--- src/sma_pkg.sv ---
// ----------------------------------------------------------------------------
// sma_pkg
// shared constants, opcode and status codes, and the decoded instruction
// type of the stack machine alu
// ----------------------------------------------------------------------------
package sma_pkg;

  // stack geometry
  localparam int STACK_DEPTH = 256;
  localparam int CNT_W       = $clog2(STACK_DEPTH + 1);
  localparam int ADDR_W      = $clog2(STACK_DEPTH);

  // field widths
  localparam int DATA_W   = 32;
  localparam int MODE_W   = 4;
  localparam int DEPTH_W  = 9;
  localparam int STATUS_W = 2;

  // decoded instruction queue
  localparam int QUEUE_DEPTH = 4;
  localparam int QPTR_W      = $clog2(QUEUE_DEPTH);
  localparam int QCNT_W      = $clog2(QUEUE_DEPTH + 1);

  // opcodes as they arrive on the mode field
  typedef enum logic [MODE_W-1:0] {
    MODE_RET   = 4'd0,
    MODE_PUSH  = 4'd1,
    MODE_PUSH0 = 4'd2,
    MODE_PUSH1 = 4'd3,
    MODE_PUSH2 = 4'd4,
    MODE_LDA   = 4'd5,
    MODE_DEC   = 4'd6,
    MODE_INC   = 4'd7,
    MODE_ADD   = 4'd8,
    MODE_SUB   = 4'd9,
    MODE_MUL   = 4'd10,
    MODE_DIV   = 4'd11,
    MODE_NOP   = 4'd12
  } mode_e;

  // sticky status codes
  typedef enum logic [STATUS_W-1:0] {
    ST_OK        = 2'd0,
    ST_OVERFLOW  = 2'd1,
    ST_UNDERFLOW = 2'd2,
    ST_DIVZERO   = 2'd3
  } status_e;

  // operation classes after decode
  typedef enum logic [2:0] {
    OP_RET,
    OP_PUSH,
    OP_INC,
    OP_DEC,
    OP_ADD,
    OP_SUB,
    OP_MUL,
    OP_DIV
  } op_e;

  // decoded instruction: operation and the value a push places on top
  typedef struct packed {
    op_e               op;
    logic [DATA_W-1:0] value;
  } instr_t;

endpackage

--- src/sma_front.sv ---
// ----------------------------------------------------------------------------
// sma_front
// accepts bytecode transactions, decodes the opcode into an operation class
// and the value to push, and drops no-operation codes before the queue
// ----------------------------------------------------------------------------
module sma_front (
  input  logic                       push_i,
  output logic                       full_o,
  input  logic [sma_pkg::MODE_W-1:0] mode_i,
  input  logic [sma_pkg::DATA_W-1:0] immediate_i,
  input  logic                       queue_full_i,
  output logic                       wr_valid_o,
  output sma_pkg::instr_t            wr_instr_o
);
  import sma_pkg::*;

  logic keep;

  // opcode decode
  always_comb begin
    keep             = 1'b1;
    wr_instr_o.op    = OP_PUSH;
    wr_instr_o.value = immediate_i;
    case (mode_i)
      MODE_RET:  wr_instr_o.op = OP_RET;
      MODE_PUSH,
      MODE_LDA:  wr_instr_o.value = immediate_i;
      MODE_PUSH0: wr_instr_o.value = DATA_W'(0);
      MODE_PUSH1: wr_instr_o.value = DATA_W'(1);
      MODE_PUSH2: wr_instr_o.value = DATA_W'(2);
      MODE_DEC:  wr_instr_o.op = OP_DEC;
      MODE_INC:  wr_instr_o.op = OP_INC;
      MODE_ADD:  wr_instr_o.op = OP_ADD;
      MODE_SUB:  wr_instr_o.op = OP_SUB;
      MODE_MUL:  wr_instr_o.op = OP_MUL;
      MODE_DIV:  wr_instr_o.op = OP_DIV;
      default:   keep = 1'b0;  // nop and unused codes
    endcase
  end

  // handshake toward the queue
  assign full_o     = queue_full_i;
  assign wr_valid_o = push_i && !queue_full_i && keep;

endmodule

--- config.mk ---
export PLATFORM = sky130hd
export DESIGN_NAME = sma_front
export DESIGN_NICKNAME = d
export VERILOG_FILES = /design/src/sma_pkg.sv /design/src/sma_front.sv
export SDC_FILE = /design/constraint.sdc
export NUM_CORES = 1
export LEC_CHECK = 0
export BUFFER_PORTS_ARGS = -buffer_cell sky130_fd_sc_hd__buf_2
export CORE_MARGIN = 2
export CORE_UTILIZATION = 26
export DETAILED_ROUTE_END_ITERATION = 16
export GPL_TIMING_DRIVEN = 0
export PLACE_DENSITY = 0.84
export SYNTH_ARGS = -nofsm -noshare
export SYNTH_HDL_FRONTEND = slang
export SYNTH_SLANG_ARGS = --single-unit
--- constraint.sdc ---
create_clock -name vclk -period 0.9
set_input_delay 0.09 -clock vclk [all_inputs]
set_output_delay 0.09 -clock vclk [all_outputs]
set_load 0.03 [all_outputs]
==> flow_summary.json <==
{
  "status": "complete, but fails checks",
  "violations": "negative setup slack",
  "fmax_mhz": 879,
  "fin_nets": 175,
  "syn_inst": 56,
  "die-width_um": 44.6,
  "internal-power_uw": 355,
  "period_needed_ns": 1.14,
  "startpoint_type": "input port",
  "grt.busiest_layer": "met2",
  "min_path_type": "in2out",
  "slew_viol_final": 0,
  "vias_per_cell": 4.66,
  "rsz0062_at_grt": "yes",
  "ios": 75,
  "gp_congestion": 0.649,
  "cp.arrival_ns": 1.05,
  "seq_cell_count": 0,
  "critPathCaptureType": "output port",
  "dr.pass1.iters": 2,
  "hpwl_um": 1420,
  "drc": 0,
  "yosysWarnings": 0,
  "drive_gt1_share_pct": 92.6,
  "p_clk_share_pct": 0,
  "area_growth_pct": 184,
  "swShare_pct": 54.2,
  "finalHoldViolations": 0,
  "dieArea_um2": 1990,
  "diodes": 0,
  "synth_area_um2": 429,
  "die_h_um": 44.6,
  "setup_tns_ns": -6.32,
  "synth.largest_area_cell": "nor3b_1",
  "p_comb_share_pct": 100.0,
  "required_ns": 0.81,
  "seqPwrFrac_pct": 0,
  "grt_overflow": 0,
  "regArea_um2": 0,
  "grt_use_met3_pct": 0.408,
  "p_leak_uw": 0.000644,
  "drt_iter0_markers": 4,
  "synth_top_area_share_pct": 54.2,
  "antenna_found_initial": 0,
  "powerDensity_nw_per_um2": 637,
  "grt_max_degree": 11,
  "clkbuf_count": 0,
  "fin_crit_sh_pct": 126,
  "power.net_switching_uw": 421,
  "final_util_pct": 80.0,
  "grt_use_total_pct": 16.7,
  "wl_um": 1850,
  "relSlewSlack_pct": 78.9,
  "grt_pass1_wl_um": 2640,
  "grt_pass1_vias": 593,
  "hold_ws_ns": 0.470,
  "worstPathMaxFanout": 5,
  "cts_hold_buf": 0,
  "vias": 703,
  "ir_drop_uv": 344,
  "met2_usage_pct": 34.8,
  "tightest_slew_ns": 0.312,
  "synth-seq-area-share_pct": 0,
  "wire_per_inst_um": 12.3,
  "synth.area.top_cells": "nor3b_1 54%, buf_6 10%, nor4b_4 5.5%",
  "cap_violations": 0,
  "path_class": "in2out",
  "rows": 14,
  "core_area_um2": 1520,
  "syn-num-nets": 94,
  "syn_area_per_cell_um2": 7.66,
  "setup_slack_ns": -0.237,
  "ant_nets": 0,
  "gr-usage-met1_pct": 19.3,
  "yosys.cell_types.count": 18,
  "start_util_pct": 28.2,
  "portBuffers": 73,
  "setup_viol_count_final": 32
}
## cell usage after synthesis
| master | n |
|---|---|
| nor4b_4 | 1 |
| and2_1 | 1 |
| a211o_1 | 1 |
| a221oi_1 | 1 |
| and4b_1 | 1 |
| nor2_1 | 1 |
| o21a_1 | 1 |
| buf_6 | 4 |
| buf_2 | 4 |
| a211oi_1 | 1 |
| inv_1 | 2 |
| nor2b_1 | 2 |
| nor4b_1 | 1 |
| buf_4 | 1 |
| nor3b_1 | 31 |
| o31ai_1 | 1 |
| nand2b_1 | 1 |
| a21oi_1 | 1 |
## power groups by stage
stage          clock (uW)  combinational [uW]  sequential, uW
2_1_floorplan           0                 470               0
3_3_place_gp            0                 661               0
3_5_place_dp            0                 672               0
4_1_cts                 0                 755               0
5_1_grt                 0                 817               0
6_report                0                 776               0
## cell families (layout without fill, tap and decap cells)
logic type | after synthesis | after routing | share of synthesized area [%]
AO/OA/AOI/OAI | 6 | 6 | 10.5
AND/OR/NAND/NOR | 39 | 39 | 70.8
buffers and inverters | 11 | 90 | 18.7
## layout make-up
| cell class | count | area [um2] |
|---|---|---|
| multi-input combinational | 45 | 549 |
| timing repair buffer | 80 | 534 |
| fill | 107 | 305 |
| buffer | 8 | 108 |
| tap | 16 | 20.0 |
| inverter | 2 | 7.51 |
## metal layers
metal / wire length [um] / part of all wire, %
met1: 611 / 33
met2: 1100 / 59
met3: 139 / 7.5
met4: 0 / 0
met5: 0 / 0
## through the flow
stage / power (uW) / area (um2) / setup WS (ns) / cells
after global routing: 817 / 1220 / -0.266 / 151
final: 776 / 1220 / -0.237 / 151
after floorplan: 470 / 631 / -0.143 / 56
after global placement: 661 / 1020 / -0.344 / 145
after detailed placement: 672 / 1020 / -0.342 / 145
after CTS: 755 / 1160 / -0.215 / 149
## layout by cell type, fill, tap and decap left out, types with 2 or more instances in the layout
| cell type | instances |
|---|---|
| buf_4 | 25 |
| buf_2 | 47 |
| buf_6 | 11 |
| buf_12 | 2 |
| nor3b_4 | 4 |
| inv_1 | 2 |
| buf_8 | 2 |
| nor3b_2 | 27 |
## worst paths after layout
check / startpoint / end / slack [ns] / cells after the start
setup / recovery: mode_i[1] / wr_instr_o[16] / -0.24 / 6
hold / removal: queue_full_i / wr_valid_o / 0.47 / 3
## timing repair
action | in CTS | in global routing
cloned | 1 | 1
setup buffers | 4 | 1
gates resized for setup | 38 | 10
endpoints found under the setup margin | 32 | 34
pin swaps | 5 | 8
## critical path, cell delays in order
cell	delay, ns
buf_8	0.10
nor4b_4	0.30
buf_6	0.18
clkbuf_16	0.15
nor3b_2	0.04
buf_4	0.17
Power figures use the tool's default switching activity.
