===== src/sma_pkg.sv =====
// ----------------------------------------------------------------------------
// sma_pkg
// shared constants, opcode and status codes, and the decoded instruction
// type of the stack machine alu
// ----------------------------------------------------------------------------
package sma_pkg;

  // stack geometry
  localparam int STACK_DEPTH = 256;
  localparam int CNT_W       = $clog2(STACK_DEPTH + 1);
  localparam int ADDR_W      = $clog2(STACK_DEPTH);

  // field widths
  localparam int DATA_W   = 32;
  localparam int MODE_W   = 4;
  localparam int DEPTH_W  = 9;
  localparam int STATUS_W = 2;

  // decoded instruction queue
  localparam int QUEUE_DEPTH = 4;
  localparam int QPTR_W      = $clog2(QUEUE_DEPTH);
  localparam int QCNT_W      = $clog2(QUEUE_DEPTH + 1);

  // opcodes as they arrive on the mode field
  typedef enum logic [MODE_W-1:0] {
    MODE_RET   = 4'd0,
    MODE_PUSH  = 4'd1,
    MODE_PUSH0 = 4'd2,
    MODE_PUSH1 = 4'd3,
    MODE_PUSH2 = 4'd4,
    MODE_LDA   = 4'd5,
    MODE_DEC   = 4'd6,
    MODE_INC   = 4'd7,
    MODE_ADD   = 4'd8,
    MODE_SUB   = 4'd9,
    MODE_MUL   = 4'd10,
    MODE_DIV   = 4'd11,
    MODE_NOP   = 4'd12
  } mode_e;

  // sticky status codes
  typedef enum logic [STATUS_W-1:0] {
    ST_OK        = 2'd0,
    ST_OVERFLOW  = 2'd1,
    ST_UNDERFLOW = 2'd2,
    ST_DIVZERO   = 2'd3
  } status_e;

  // operation classes after decode
  typedef enum logic [2:0] {
    OP_RET,
    OP_PUSH,
    OP_INC,
    OP_DEC,
    OP_ADD,
    OP_SUB,
    OP_MUL,
    OP_DIV
  } op_e;

  // decoded instruction: operation and the value a push places on top
  typedef struct packed {
    op_e               op;
    logic [DATA_W-1:0] value;
  } instr_t;

endpackage


===== src/sma_queue.sv =====
// ----------------------------------------------------------------------------
// sma_queue
// short fifo of decoded instructions between the front and the back
// ----------------------------------------------------------------------------
module sma_queue (
  input  logic            clk_i,
  input  logic            rst_ni,
  input  logic            wr_valid_i,
  input  sma_pkg::instr_t wr_instr_i,
  output logic            full_o,
  output logic            empty_o,
  output sma_pkg::instr_t rd_instr_o,
  input  logic            rd_pop_i
);
  import sma_pkg::*;

  instr_t             slot_q [QUEUE_DEPTH];
  logic [QPTR_W-1:0]  wptr_q, wptr_d;
  logic [QPTR_W-1:0]  rptr_q, rptr_d;
  logic [QCNT_W-1:0]  cnt_q, cnt_d;
  logic               do_wr;
  logic               do_rd;

  assign full_o     = (cnt_q == QCNT_W'(QUEUE_DEPTH));
  assign empty_o    = (cnt_q == '0);
  assign rd_instr_o = slot_q[rptr_q];
  assign do_wr      = wr_valid_i && !full_o;
  assign do_rd      = rd_pop_i && !empty_o;

  // pointer and fill count update
  always_comb begin
    wptr_d = wptr_q;
    rptr_d = rptr_q;
    cnt_d  = cnt_q;
    if (do_wr) begin
      wptr_d = (wptr_q == QPTR_W'(QUEUE_DEPTH - 1)) ? '0 : wptr_q + 1'b1;
    end
    if (do_rd) begin
      rptr_d = (rptr_q == QPTR_W'(QUEUE_DEPTH - 1)) ? '0 : rptr_q + 1'b1;
    end
    if (do_wr && !do_rd) begin
      cnt_d = cnt_q + 1'b1;
    end else if (do_rd && !do_wr) begin
      cnt_d = cnt_q - 1'b1;
    end
  end

  always_ff @(posedge clk_i or negedge rst_ni) begin
    if (!rst_ni) begin
      wptr_q <= '0;
      rptr_q <= '0;
      cnt_q  <= '0;
    end else begin
      wptr_q <= wptr_d;
      rptr_q <= rptr_d;
      cnt_q  <= cnt_d;
    end
  end

  // storage slots
  always_ff @(posedge clk_i) begin
    if (do_wr) begin
      slot_q[wptr_q] <= wr_instr_i;
    end
  end

endmodule


===== config.mk =====
export PLATFORM = sky130hd
export DESIGN_NAME = sma_queue
export DESIGN_NICKNAME = d
export VERILOG_FILES = /design/src/sma_pkg.sv /design/src/sma_queue.sv
export SDC_FILE = /design/constraint.sdc
export NUM_CORES = 1
export LEC_CHECK = 0
export BUFFER_PORTS_ARGS = -buffer_cell sky130_fd_sc_hd__buf_2
export CAP_MARGIN = 0
export CORE_UTILIZATION = 44
export CTS_CLUSTER_DIAMETER = 120
export CTS_CLUSTER_SIZE = 12
export DETAILED_ROUTE_END_ITERATION = 10
export MAX_ROUTING_LAYER = met4
export PLACE_DENSITY = 0.68
export REMOVE_ABC_BUFFERS = 1
export SLEW_MARGIN = 20
export SYNTH_ARGS = -nofsm -noshare
export SYNTH_HDL_FRONTEND = slang
export SYNTH_SLANG_ARGS = --single-unit

===== constraint.sdc =====
create_clock -name clk_i -period 3 [get_ports clk_i]
set_clock_uncertainty 0.15 [all_clocks]
set_input_delay 0.15 -clock clk_i [delete_from_list [all_inputs] [get_ports clk_i]]
set_output_delay 0.15 -clock clk_i [all_outputs]
set_load 0.01 [all_outputs]

==> flow_metrics.py, run 1 <==
metrics = {
    "critical_path": {
        "cp-start-kind": "register",
        "crit_start": "cnt_q[2]",
        "critPathKind": "reg2reg",
        "rr_worst_depth": 8,
        "reg2reg_to": "cnt_q[2]",
        "critPathRequiredTime_ns": 3.18,
        "r2r-start": "cnt_q[2]",
        "cp_max_fo": 7,
        "r2r_slack_ns": 0.53,
        "end_kind": "register",
        "worstPathArrival_ns": 2.64,
    },
    "floorplan": {
        "fp-row-count": 40,
        "initial_utilization_pct": 45.35,
        "die_y_um": 113.7,
        "die_area_um2": 12930,
        "io_pins": 76,
        "die_w_um": 113.7,
        "core_area_um2": 12110,
    },
    "timing": {
        "hold_violations": 0,
        "fin_crit_ns": 2.469,
        "setup_viol": 0,
        "slew_violations": 0,
        "post-route-period-util_pct": 82.30,
        "maxSlewHeadroom_pct": 63.01,
        "worst_pin_slew_ns": 0.5549,
        "max_clock_freq_mhz": 405.0,
        "fin_tns_setup_ns": 0,
        "grt_setup_unrepaired": "no",
        "hold_ws_ns": 0.1319,
    },
    "synth": {
        "netlist_instances": 220,
        "synth_top_area_share_pct": 76.54,
        "synth_flop_cell": "edfxtp_1",
        "synth_edf_count": 140,
        "yosysMostFrequentCell": "edfxtp_1",
        "synth_area_um2": 5493,
        "synth_seq_area_share_pct": 79.73,
        "async_flop_share_pct": 4.762,
        "yosysWarnings": 0,
        "synth_area_leaders": "edfxtp_1 77%, mux4_2 14%, dfrtp_1 3.2%",
        "synthTopCellsByCount": "140 x edfxtp_1, 35 x mux4_2, 7 x dfrtp_1",
        "yosysUniqueCellTypes": 21,
        "yosysTopAreaCell": "edfxtp_1",
        "synth_seq_cells": 147,
        "postSynthAreaPerCell_um2": 24.97,
    },
    "job": {
        "maxCapViolCount": 0,
    },
    "place": {
        "io_buffer_count": 75,
        "place_congestion": 0.6623,
        "post-dp-hpwl_um": 5325,
        "placed_cells": 462,
    },
    "pwr": {
        "p_seq_share_pct": 44.2,
        "clock_power_share_pct": 28.5,
        "leakagePower_uw": 0.002468,
        "peakVddDrop_uv": 697.2,
        "p_int_uw": 4769,
        "power_frac_comb_pct": 27.3,
        "power.total_uw": 6659,
        "sw_frac_of_total_pct": 28.39,
        "p_switching_uw": 1891,
        "powerDensity_nw_per_um2": 949.6,
    },
    "route": {
        "drt_pass1_iterations": 4,
        "routed_via_density": 4.961,
        "drtIter0Drc": 119,
        "post_drt_wl_per_cell_um": 17.17,
        "vias": 2639,
        "ant_nets": 0,
        "drt-total-wl_um": 9137,
        "drc_errors": 0,
    },
    "cts": {
        "cts_tree": "yes",
        "insertion_delay_ns": 0.41,
        "root_buffer": "clkbuf_16",
        "cts_setup_buffers": 0,
        "numCtsBuffers": 17,
        "cts.sinks": 147,
        "cts.clk_slew.worst_paths_ns": 0.06,
        "clk_path_buf_depth": 2,
        "ctsHtreeMaxLevel": 4,
    },
    "global_routing": {
        "grt_max_degree": 36,
        "grt_pass1_wl_um": 14630,
        "antenna_found_initial": 0,
        "grt_usage_pct": 16.45,
        "overflow": 0,
        "grt_pass1_vias": 2807,
    },
    "final_layout": {
        "syn2layout_area_growth_pct": 27.68,
        "stdcell_count": 532,
        "nNetsFinal": 397,
        "layout-drive-gt1-share_pct": 43.68,
        "n_antenna_cell": 0,
        "fill_cells": 940,
    },
    "run_status": {
        "outcome": "finished, final reports clean",
    },
    "hold_path": {
        "holdPathStages": 3,
        "hold_path_class": "in2reg",
        "hp-start": "wr_valid_i",
        "whs_endpoint": "wptr_q[0]",
    },
}
flip-flops by register name, summed over array words and instances (netlist names):
name and flops:
slot_q 140, rptr_q 2, wptr_q 2, cnt_q 3
worst max-delay path by stage:
stage / end / depth (start not counted)
2_1_floorplan: rd_instr_o[0] / 1
3_3_place_gp: cnt_q[2] / 8
3_5_place_dp: cnt_q[2] / 8
4_1_cts: rd_instr_o[6] / 3
5_1_grt: cnt_q[2] / 8
6_report: cnt_q[2] / 8
final cells by class:
cell class | instances | area (µm²) | area share [%]
multi-input combinational | 61 | 1049 | 14.95
timing repair buffer | 121 | 815.8 | 11.63
sequential | 147 | 4382 | 62.48
inverter | 3 | 11.26 | 0.1606
tap | 168 | 210.2 | 2.997
clock buffer | 18 | 429.2 | 6.120
clock inverter | 14 | 116.4 | 1.659
critical path, stage by stage (launching register included):
cell and delay [ns]:
dfrtp_1 0.42, nor3b_2 0.19, nor2b_1 0.41, ha_1 0.28, inv_1 0.06, fa_1 0.39, xor2_1 0.18, nor2_1 0.12
xor2_1 0.19
placed cells by master (no fill, tap or decap), drive strengths merged, types with 2 or more instances in the layout:
cell type | netlist | routed
dfrtp | 7 | 7
inv | 3 | 3
and2 | 4 | 4
ha | 6 | 6
clkinvlp | 0 | 5
mux2 | 4 | 4
clkinv | 0 | 8
clkbuf | 2 | 18
xor2 | 2 | 2
edfxtp | 140 | 140
dlygate4sd3 | 0 | 38
mux4 | 35 | 35
buf | 7 | 83
nor3 | 2 | 2
nor2 | 2 | 2
per-layer routing:
layer	wire length [µm]	part of all wire, %	global-route usage, %	vias to the layer above
met5	0	0	-	-
li1	-	-	-	1190
met1	3997	44	20.26	1375
met2	4678	51	26.02	65
met4	89	0.97	6.842	0
met3	372	4.1	4.357	9
power groups by stage:
stage,Combinational [µW],Sequential (µW),Clock (µW)
floorplan,1070,3020,0
global placement,1810,2970,0
detailed placement,1830,3000,0
CTS,1870,2960,1950
global route,1980,2990,2040
finish,1820,2940,1900
metrics by stage:
stage / setup WS [ns] / cell area (µm²) / util [%]
4_1_cts: 0.5055 / 7013 / 57.90
3_3_place_gp: 0.7147 / 6087 / 50.26
6_report: 0.5310 / 7013 / 57.90
5_1_grt: 0.3747 / 7013 / 57.90
2_1_floorplan: 0.4780 / 5434 / -
3_5_place_dp: 0.5264 / 6087 / 50.26
kinds of logic after synthesis:
kind of cell | Yosys count | share of synthesized area, %
flip-flops | 147 | 79.73
adder cells (fa/ha/maj) | 7 | 1.731
buffers and inverters | 12 | 1.276
AND/OR/NAND/NOR | 10 | 1.116
XOR/XNOR | 3 | 0.4784
AO/OA/AOI/OAI | 2 | 0.3645
multiplexers | 39 | 15.31
timing repair:
item                                    in CTS  in global routing
hold buffers                                38                  0
endpoints found under the setup margin       0                  0
endpoints found under the hold margin      149                  0
resized for setup                            0                  0
No activity file was read; power rests on OpenSTA's default activity.
==> run 2, diff against run 1 <==
PLACE_DENSITY = 0.7   (was 0.68)
clock period = 2.2 ns   (was 3 ns; I/O delays follow)
==> run 2 against run 1 <==
Combinational power is 47% higher. Final cell count grew 0.75%. Worst setup slack worse by 0.44 ns. Fmax up 17%. Critical path depth shrank 1. Hold slack worse by 0.026 ns. Core utilization increased by 0.81 points. Total power grew 39%. Non-clock buffer count up 6. Sequential power up 35%. Critical path type unchanged.
==> flow_metrics.py, run 2 (synthesized netlist as in run 1, its figures left out) <==
metrics = {
    "floorplan": {
        "initial_utilization_pct": 45.35,
        "die_w_um": 113.7,
        "io_pins": 76,
        "die_y_um": 113.7,
        "core_area_um2": 12110,
        "die_area_um2": 12930,
        "fp-row-count": 40,
    },
    "place": {
        "place_congestion": 0.7035,
        "post-dp-hpwl_um": 5623,
        "placed_cells": 468,
        "io_buffer_count": 75,
        "place_ws_ns": 0.07832,
    },
    "route": {
        "wl_met2_um": 4683,
        "vias": 2615,
        "post_drt_wl_per_cell_um": 17.40,
        "ant_nets": 0,
        "routed.top_layer": "met4",
        "drt_pass1_iterations": 4,
        "drt-total-wl_um": 9327,
        "wl_met3_um": 336,
        "drc_errors": 0,
        "routed_via_density": 4.879,
        "m1WireLength_um": 4201,
        "drtIter0Drc": 205,
    },
    "timing": {
        "hold_violations": 0,
        "hold_ws_ns": 0.1064,
        "worst_pin_slew_ns": 0.3469,
        "fin_crit_ns": 2.104,
        "grt_setup_unrepaired": "yes",
        "post-route-period-util_pct": 95.66,
        "maxSlewHeadroom_pct": 76.80,
        "setup_viol": 0,
        "layout_setup_ws_ns": 0.09557,
        "slew_violations": 0,
        "max_clock_freq_mhz": 475.2,
    },
    "critical_path": {
        "crit_slowest_cell": "dfrtp_1",
        "cp-start-kind": "register",
        "path_delay_family": "adder cells",
        "crit_top_cell": "xor2_1",
        "cp_max_fo": 5,
        "r2r_slack_ns": 0.1,
        "worstPathArrival_ns": 2.28,
        "critPathRequiredTime_ns": 2.38,
        "end_kind": "register",
        "critPathKind": "reg2reg",
        "crit_chain": "o31ai_4 > ha_2 > inv_1 > fa_1 > xor2_1 > nor2_1 > xor2_1",
        "cp_num_buf_inv": 1,
        "critPathMaxStageDelay_ns": 0.47,
    },
    "final_layout": {
        "final_cell_mix": "140 x edfxtp_1, 75 x buf_2, 38 x dlygate4sd3_1, 35 x mux4_2, 17 x clkbuf_16",
        "largest_reg_flops": 140,
        "layout-drive-gt1-share_pct": 43.75,
        "syn2layout_area_growth_pct": 29.45,
        "reg.largest.list": "slot_q x140, cnt_q x3",
        "nNetsFinal": 403,
        "stdcell_count": 536,
        "top_register": "slot_q",
        "n_antenna_cell": 0,
        "layout_commonest_cell": "edfxtp_1",
    },
    "cts": {
        "root_buffer": "clkbuf_16",
        "clk_path_buf_depth": 2,
        "cts.sinks": 147,
        "insertion_delay_ns": 0.40,
        "cts.clk_slew.worst_paths_ns": 0.06,
        "cts_tree": "yes",
        "ctsHtreeMaxLevel": 4,
        "numCtsBuffers": 17,
        "cts_setup_buffers": 0,
    },
    "global_routing": {
        "grt_pass1_vias": 2819,
        "grt_pass1_wl_um": 14740,
        "grt_usage_pct": 16.55,
        "overflow": 0,
        "antenna_found_initial": 0,
        "grt_max_degree": 36,
    },
    "job": {
        "maxCapViolCount": 0,
    },
    "hold_path": {
        "hold_path_class": "in2reg",
    },
    "pwr": {
        "leakagePower_uw": 0.002518,
        "power.total_uw": 9247,
        "peakVddDrop_uv": 731.8,
        "powerDensity_nw_per_um2": 1300,
    },
    "run_status": {
        "outcome": "finished, final reports clean",
    },
}
==> run 2: cell types whose count changed in the layout (fill, tap and decap cells not counted), moves of 2 or more <==
cell,previous run,this run
clkinv_4,3,0
buf_4,8,10
clkinvlp_4,5,0
buf_12,0,4
clkinv_1,2,4
clkbuf_1,1,4
==> run 2: worst reg2reg max path: stages, from the launching register on <==
cell and delay (ns):
dfrtp_1 0.47, o31ai_4 0.29, ha_2 0.23, inv_1 0.05
fa_1 0.38, xor2_1 0.18, nor2_1 0.12, xor2_1 0.15
==> run 2: power breakdown <==
group | switching (µW) | internal [µW] | total [µW]
Clock | 969 | 1630 | 2600
Sequential | 248 | 3720 | 3960
Combinational | 1330 | 1350 | 2680
Total | 2550 | 6700 | 9250
==> run 2: metal layers <==
layer  vias to the layer above  track usage (%)
met4                         0            7.368
met2                        64            25.53
met3                        12            4.251
met1                      1342            20.85
met5                         -                -
li1                       1197                -
==> run 2: final timing paths <==
kind / start / endpoint / cells after the start
setup / recovery: cnt_q[0] / cnt_q[2] / 7
hold / removal: wr_valid_i / cnt_q[0] / 4
setup reg to reg: cnt_q[0] / cnt_q[2] / 7
hold reg to reg: cnt_q[2] / cnt_q[2] / 1
max in group asynchronous: rst_ni / rptr_q[1] / 3
min in group asynchronous: rst_ni / cnt_q[0] / 3
==> run 2: area by class of cell <==
class / instances / area, µm²
Clock inverter: 9 / 90.09
Timing Repair Buffer: 127 / 910.9
Fill cell: 926 / 5001
Multi-Input combinational cell: 61 / 1062
Sequential cell: 147 / 4385
Clock buffer: 21 / 440.4
Inverter: 3 / 11.26
Tap cell: 168 / 210.2
==> run 2: repair_timing <==
| action | in CTS | in global routing |
|---|---|---|
| gates resized for setup | 0 | 5 |
| hold endpoints to repair | 148 | 0 |
| hold buffers | 38 | 0 |
| endpoints found under the setup margin | 0 | 5 |
==> run 2: metrics by stage <==
stage	setup TNS [ns]	instance area [µm²]	util, %
after floorplan	-39.08	5434	-
after global placement	0	6182	51.04
after detailed placement	0	6182	51.04
after CTS	0	7093	58.56
after global routing	-0.04222	7111	58.71
final	0	7111	58.71
==> run 3, diff against run 2 <==
BUFFER_PORTS_ARGS = not set   (was -buffer_cell sky130_fd_sc_hd__buf_2)
CTS_BUF_LIST = sky130_fd_sc_hd__clkbuf_16   (was not set)
DONT_BUFFER_PORTS = 1   (was not set)
PLACE_DENSITY = 0.65   (was 0.7)
==> run 3 against run 2 <==
Register-to-register slack hardly changed. Wire length is 2.0% higher. First-iteration DRC count is 43% lower. Count of clock-buffer cells in the layout is 4 lower. Core utilization is 2.5 points lower. Sequential power hardly changed. Final cell count is 14% lower. Combinational power is 12% lower. Worst setup slack worse by 0.0028 ns.
==> flow_metrics.py, run 3 (synthesized netlist as in run 1, its figures left out) <==
metrics = {
    "run_status": {
        "outcome": "finished, final reports clean",
    },
    "global_routing": {
        "overflow": 0,
        "grt_pass1_wl_um": 14700,
        "grt_usage_pct": 16.73,
        "grt_pass1_vias": 2629,
        "antenna_found_initial": 0,
        "grt_max_degree": 25,
    },
    "floorplan": {
        "core_area_um2": 12110,
        "fp-row-count": 40,
        "die_area_um2": 12930,
        "initial_utilization_pct": 45.35,
        "die_y_um": 113.7,
        "io_pins": 76,
        "die_w_um": 113.7,
    },
    "cts": {
        "numCtsBuffers": 17,
        "cts.sinks": 147,
        "cts_tree": "yes",
        "cts_setup_buffers": 0,
        "ctsHtreeMaxLevel": 4,
        "clk_path_buf_depth": 2,
        "root_buffer": "clkbuf_16",
        "cts.clk_slew.worst_paths_ns": 0.06,
        "insertion_delay_ns": 0.42,
    },
    "pwr": {
        "peakVddDrop_uv": 675.9,
        "power_frac_comb_pct": 25.9,
        "p_seq_share_pct": 43.4,
        "p_int_uw": 6569,
        "clock_power_share_pct": 30.7,
        "sw_frac_of_total_pct": 27.92,
        "powerDensity_nw_per_um2": 1339,
        "leakagePower_uw": 0.002257,
        "p_switching_uw": 2544,
    },
    "critical_path": {
        "crit_chain": "o31ai_4 > ha_2 > inv_1 > fa_1 > xor2_1 > nor2_1 > xor2_1",
        "critPathRequiredTime_ns": 2.39,
        "crit_slowest_cell": "dfrtp_2",
        "critPathKind": "reg2reg",
        "path_delay_family": "adder cells",
        "cp_num_buf_inv": 1,
        "cp-start-kind": "register",
        "end_kind": "register",
        "worstPathArrival_ns": 2.29,
        "crit_top_cell": "xor2_1",
        "cp_max_fo": 5,
        "critPathMaxStageDelay_ns": 0.46,
    },
    "timing": {
        "maxSlewHeadroom_pct": 74.37,
        "fin_tns_setup_ns": 0,
        "hold_violations": 0,
        "hold_ws_ns": 0.008636,
        "slew_violations": 0,
        "post-route-period-util_pct": 95.78,
        "fin_crit_ns": 2.107,
        "setup_viol": 0,
        "worst_pin_slew_ns": 0.3844,
        "max_clock_freq_mhz": 474.6,
    },
    "final_layout": {
        "top_register": "slot_q",
        "layout_commonest_cell": "edfxtp_1",
        "nNetsFinal": 328,
        "n_antenna_cell": 0,
        "utilization_pct": 56.18,
        "fill_cells": 907,
        "largest_reg_flops": 140,
        "final_cell_mix": "140 x edfxtp_1, 38 x dlygate4sd3_1, 35 x mux4_2, 17 x clkbuf_16, 8 x buf_4",
        "reg.largest.list": "slot_q x140, cnt_q x3",
        "syn2layout_area_growth_pct": 23.87,
        "layout-drive-gt1-share_pct": 30.17,
    },
    "place": {
        "place_congestion": 0.6740,
        "post-dp-hpwl_um": 5535,
        "io_buffer_count": 0,
    },
    "route": {
        "drtIter0Drc": 117,
        "routed_via_density": 5.160,
        "drt-total-wl_um": 9512,
        "drt_pass1_iterations": 4,
        "vias": 2389,
        "post_drt_wl_per_cell_um": 20.54,
        "ant_nets": 0,
        "drc_errors": 0,
    },
    "hold_path": {
        "hold_path_class": "in2reg",
    },
    "job": {
        "maxCapViolCount": 0,
    },
}
-- run 3: cell count changes in the layout (fill, tap and decap cells not counted), sizes merged --
cell / delta
clkinvlp: +1
inv: +4
clkbuf: -4
buf: -75
bufinv: +1
-- run 3: final timing paths --
check	from	cells past startpoint	end	slack, ns
hold reg to reg	cnt_q[2]	1	cnt_q[2]	0.39
max in group asynchronous	rst_ni	2	cnt_q[2]	1.20
hold / removal	wr_valid_i	3	cnt_q[0]	0.009
setup / recovery	cnt_q[0]	7	cnt_q[2]	0.09
min in group asynchronous	rst_ni	2	cnt_q[0]	0.42
setup reg to reg	cnt_q[0]	7	cnt_q[2]	0.09
-- run 3: area by class of cell --
class / count / area (µm²) / area share (%)
clock buffers: 17 / 425.4 / 6.252
clock inverters: 15 / 150.1 / 2.207
inverters: 3 / 11.26 / 0.1655
multi-input cells: 61 / 1062 / 15.61
flip-flops and latches: 147 / 4384 / 64.44
well taps: 168 / 210.2 / 3.089
repair buffers: 52 / 560.5 / 8.238
-- run 3: layer usage --
| metal | wire length (µm) | global-route usage [%] | vias up |
|---|---|---|---|
| met1 | 4078 | 19.35 | 1249 |
| met4 | 180 | 7.895 | 0 |
| li1 | - | - | 1050 |
| met5 | 0 | - | - |
| met2 | 4741 | 26.46 | 72 |
| met3 | 511 | 5.632 | 18 |
-- run 3: repair_timing --
| action | 4_1_cts | 5_1_grt |
|---|---|---|
| setup endpoints to repair | 0 | 1 |
| hold buffers | 38 | 0 |
| gates resized for setup | 0 | 5 |
| endpoints found under the hold margin | 151 | 0 |
-- run 3: through the flow --
stage	setup slack, ns	cell area (µm²)	cells	power, µW
after floorplan	-0.2910	5434	211	5587
after global placement	0.1756	5832	393	6284
after detailed placement	-0.005914	5832	393	6344
after CTS	0.002631	6788	463	9245
after global routing	-0.01251	6804	463	9531
final	0.09279	6804	463	9113
-- run 3: worst min-delay path, stage by stage --
cell     delay, ns
nor2b_2       0.16
ha_2          0.20
xnor2_1       0.06
-- run 3: power groups by stage --
stage / clock network [µW] / logic [µW] / registers, µW
CTS: 2870 / 2430 / 3950
global placement: 0 / 2310 / 3970
floorplan: 0 / 1460 / 4120
finish: 2800 / 2360 / 3960
global route: 2970 / 2550 / 4010
detailed placement: 0 / 2340 / 4010
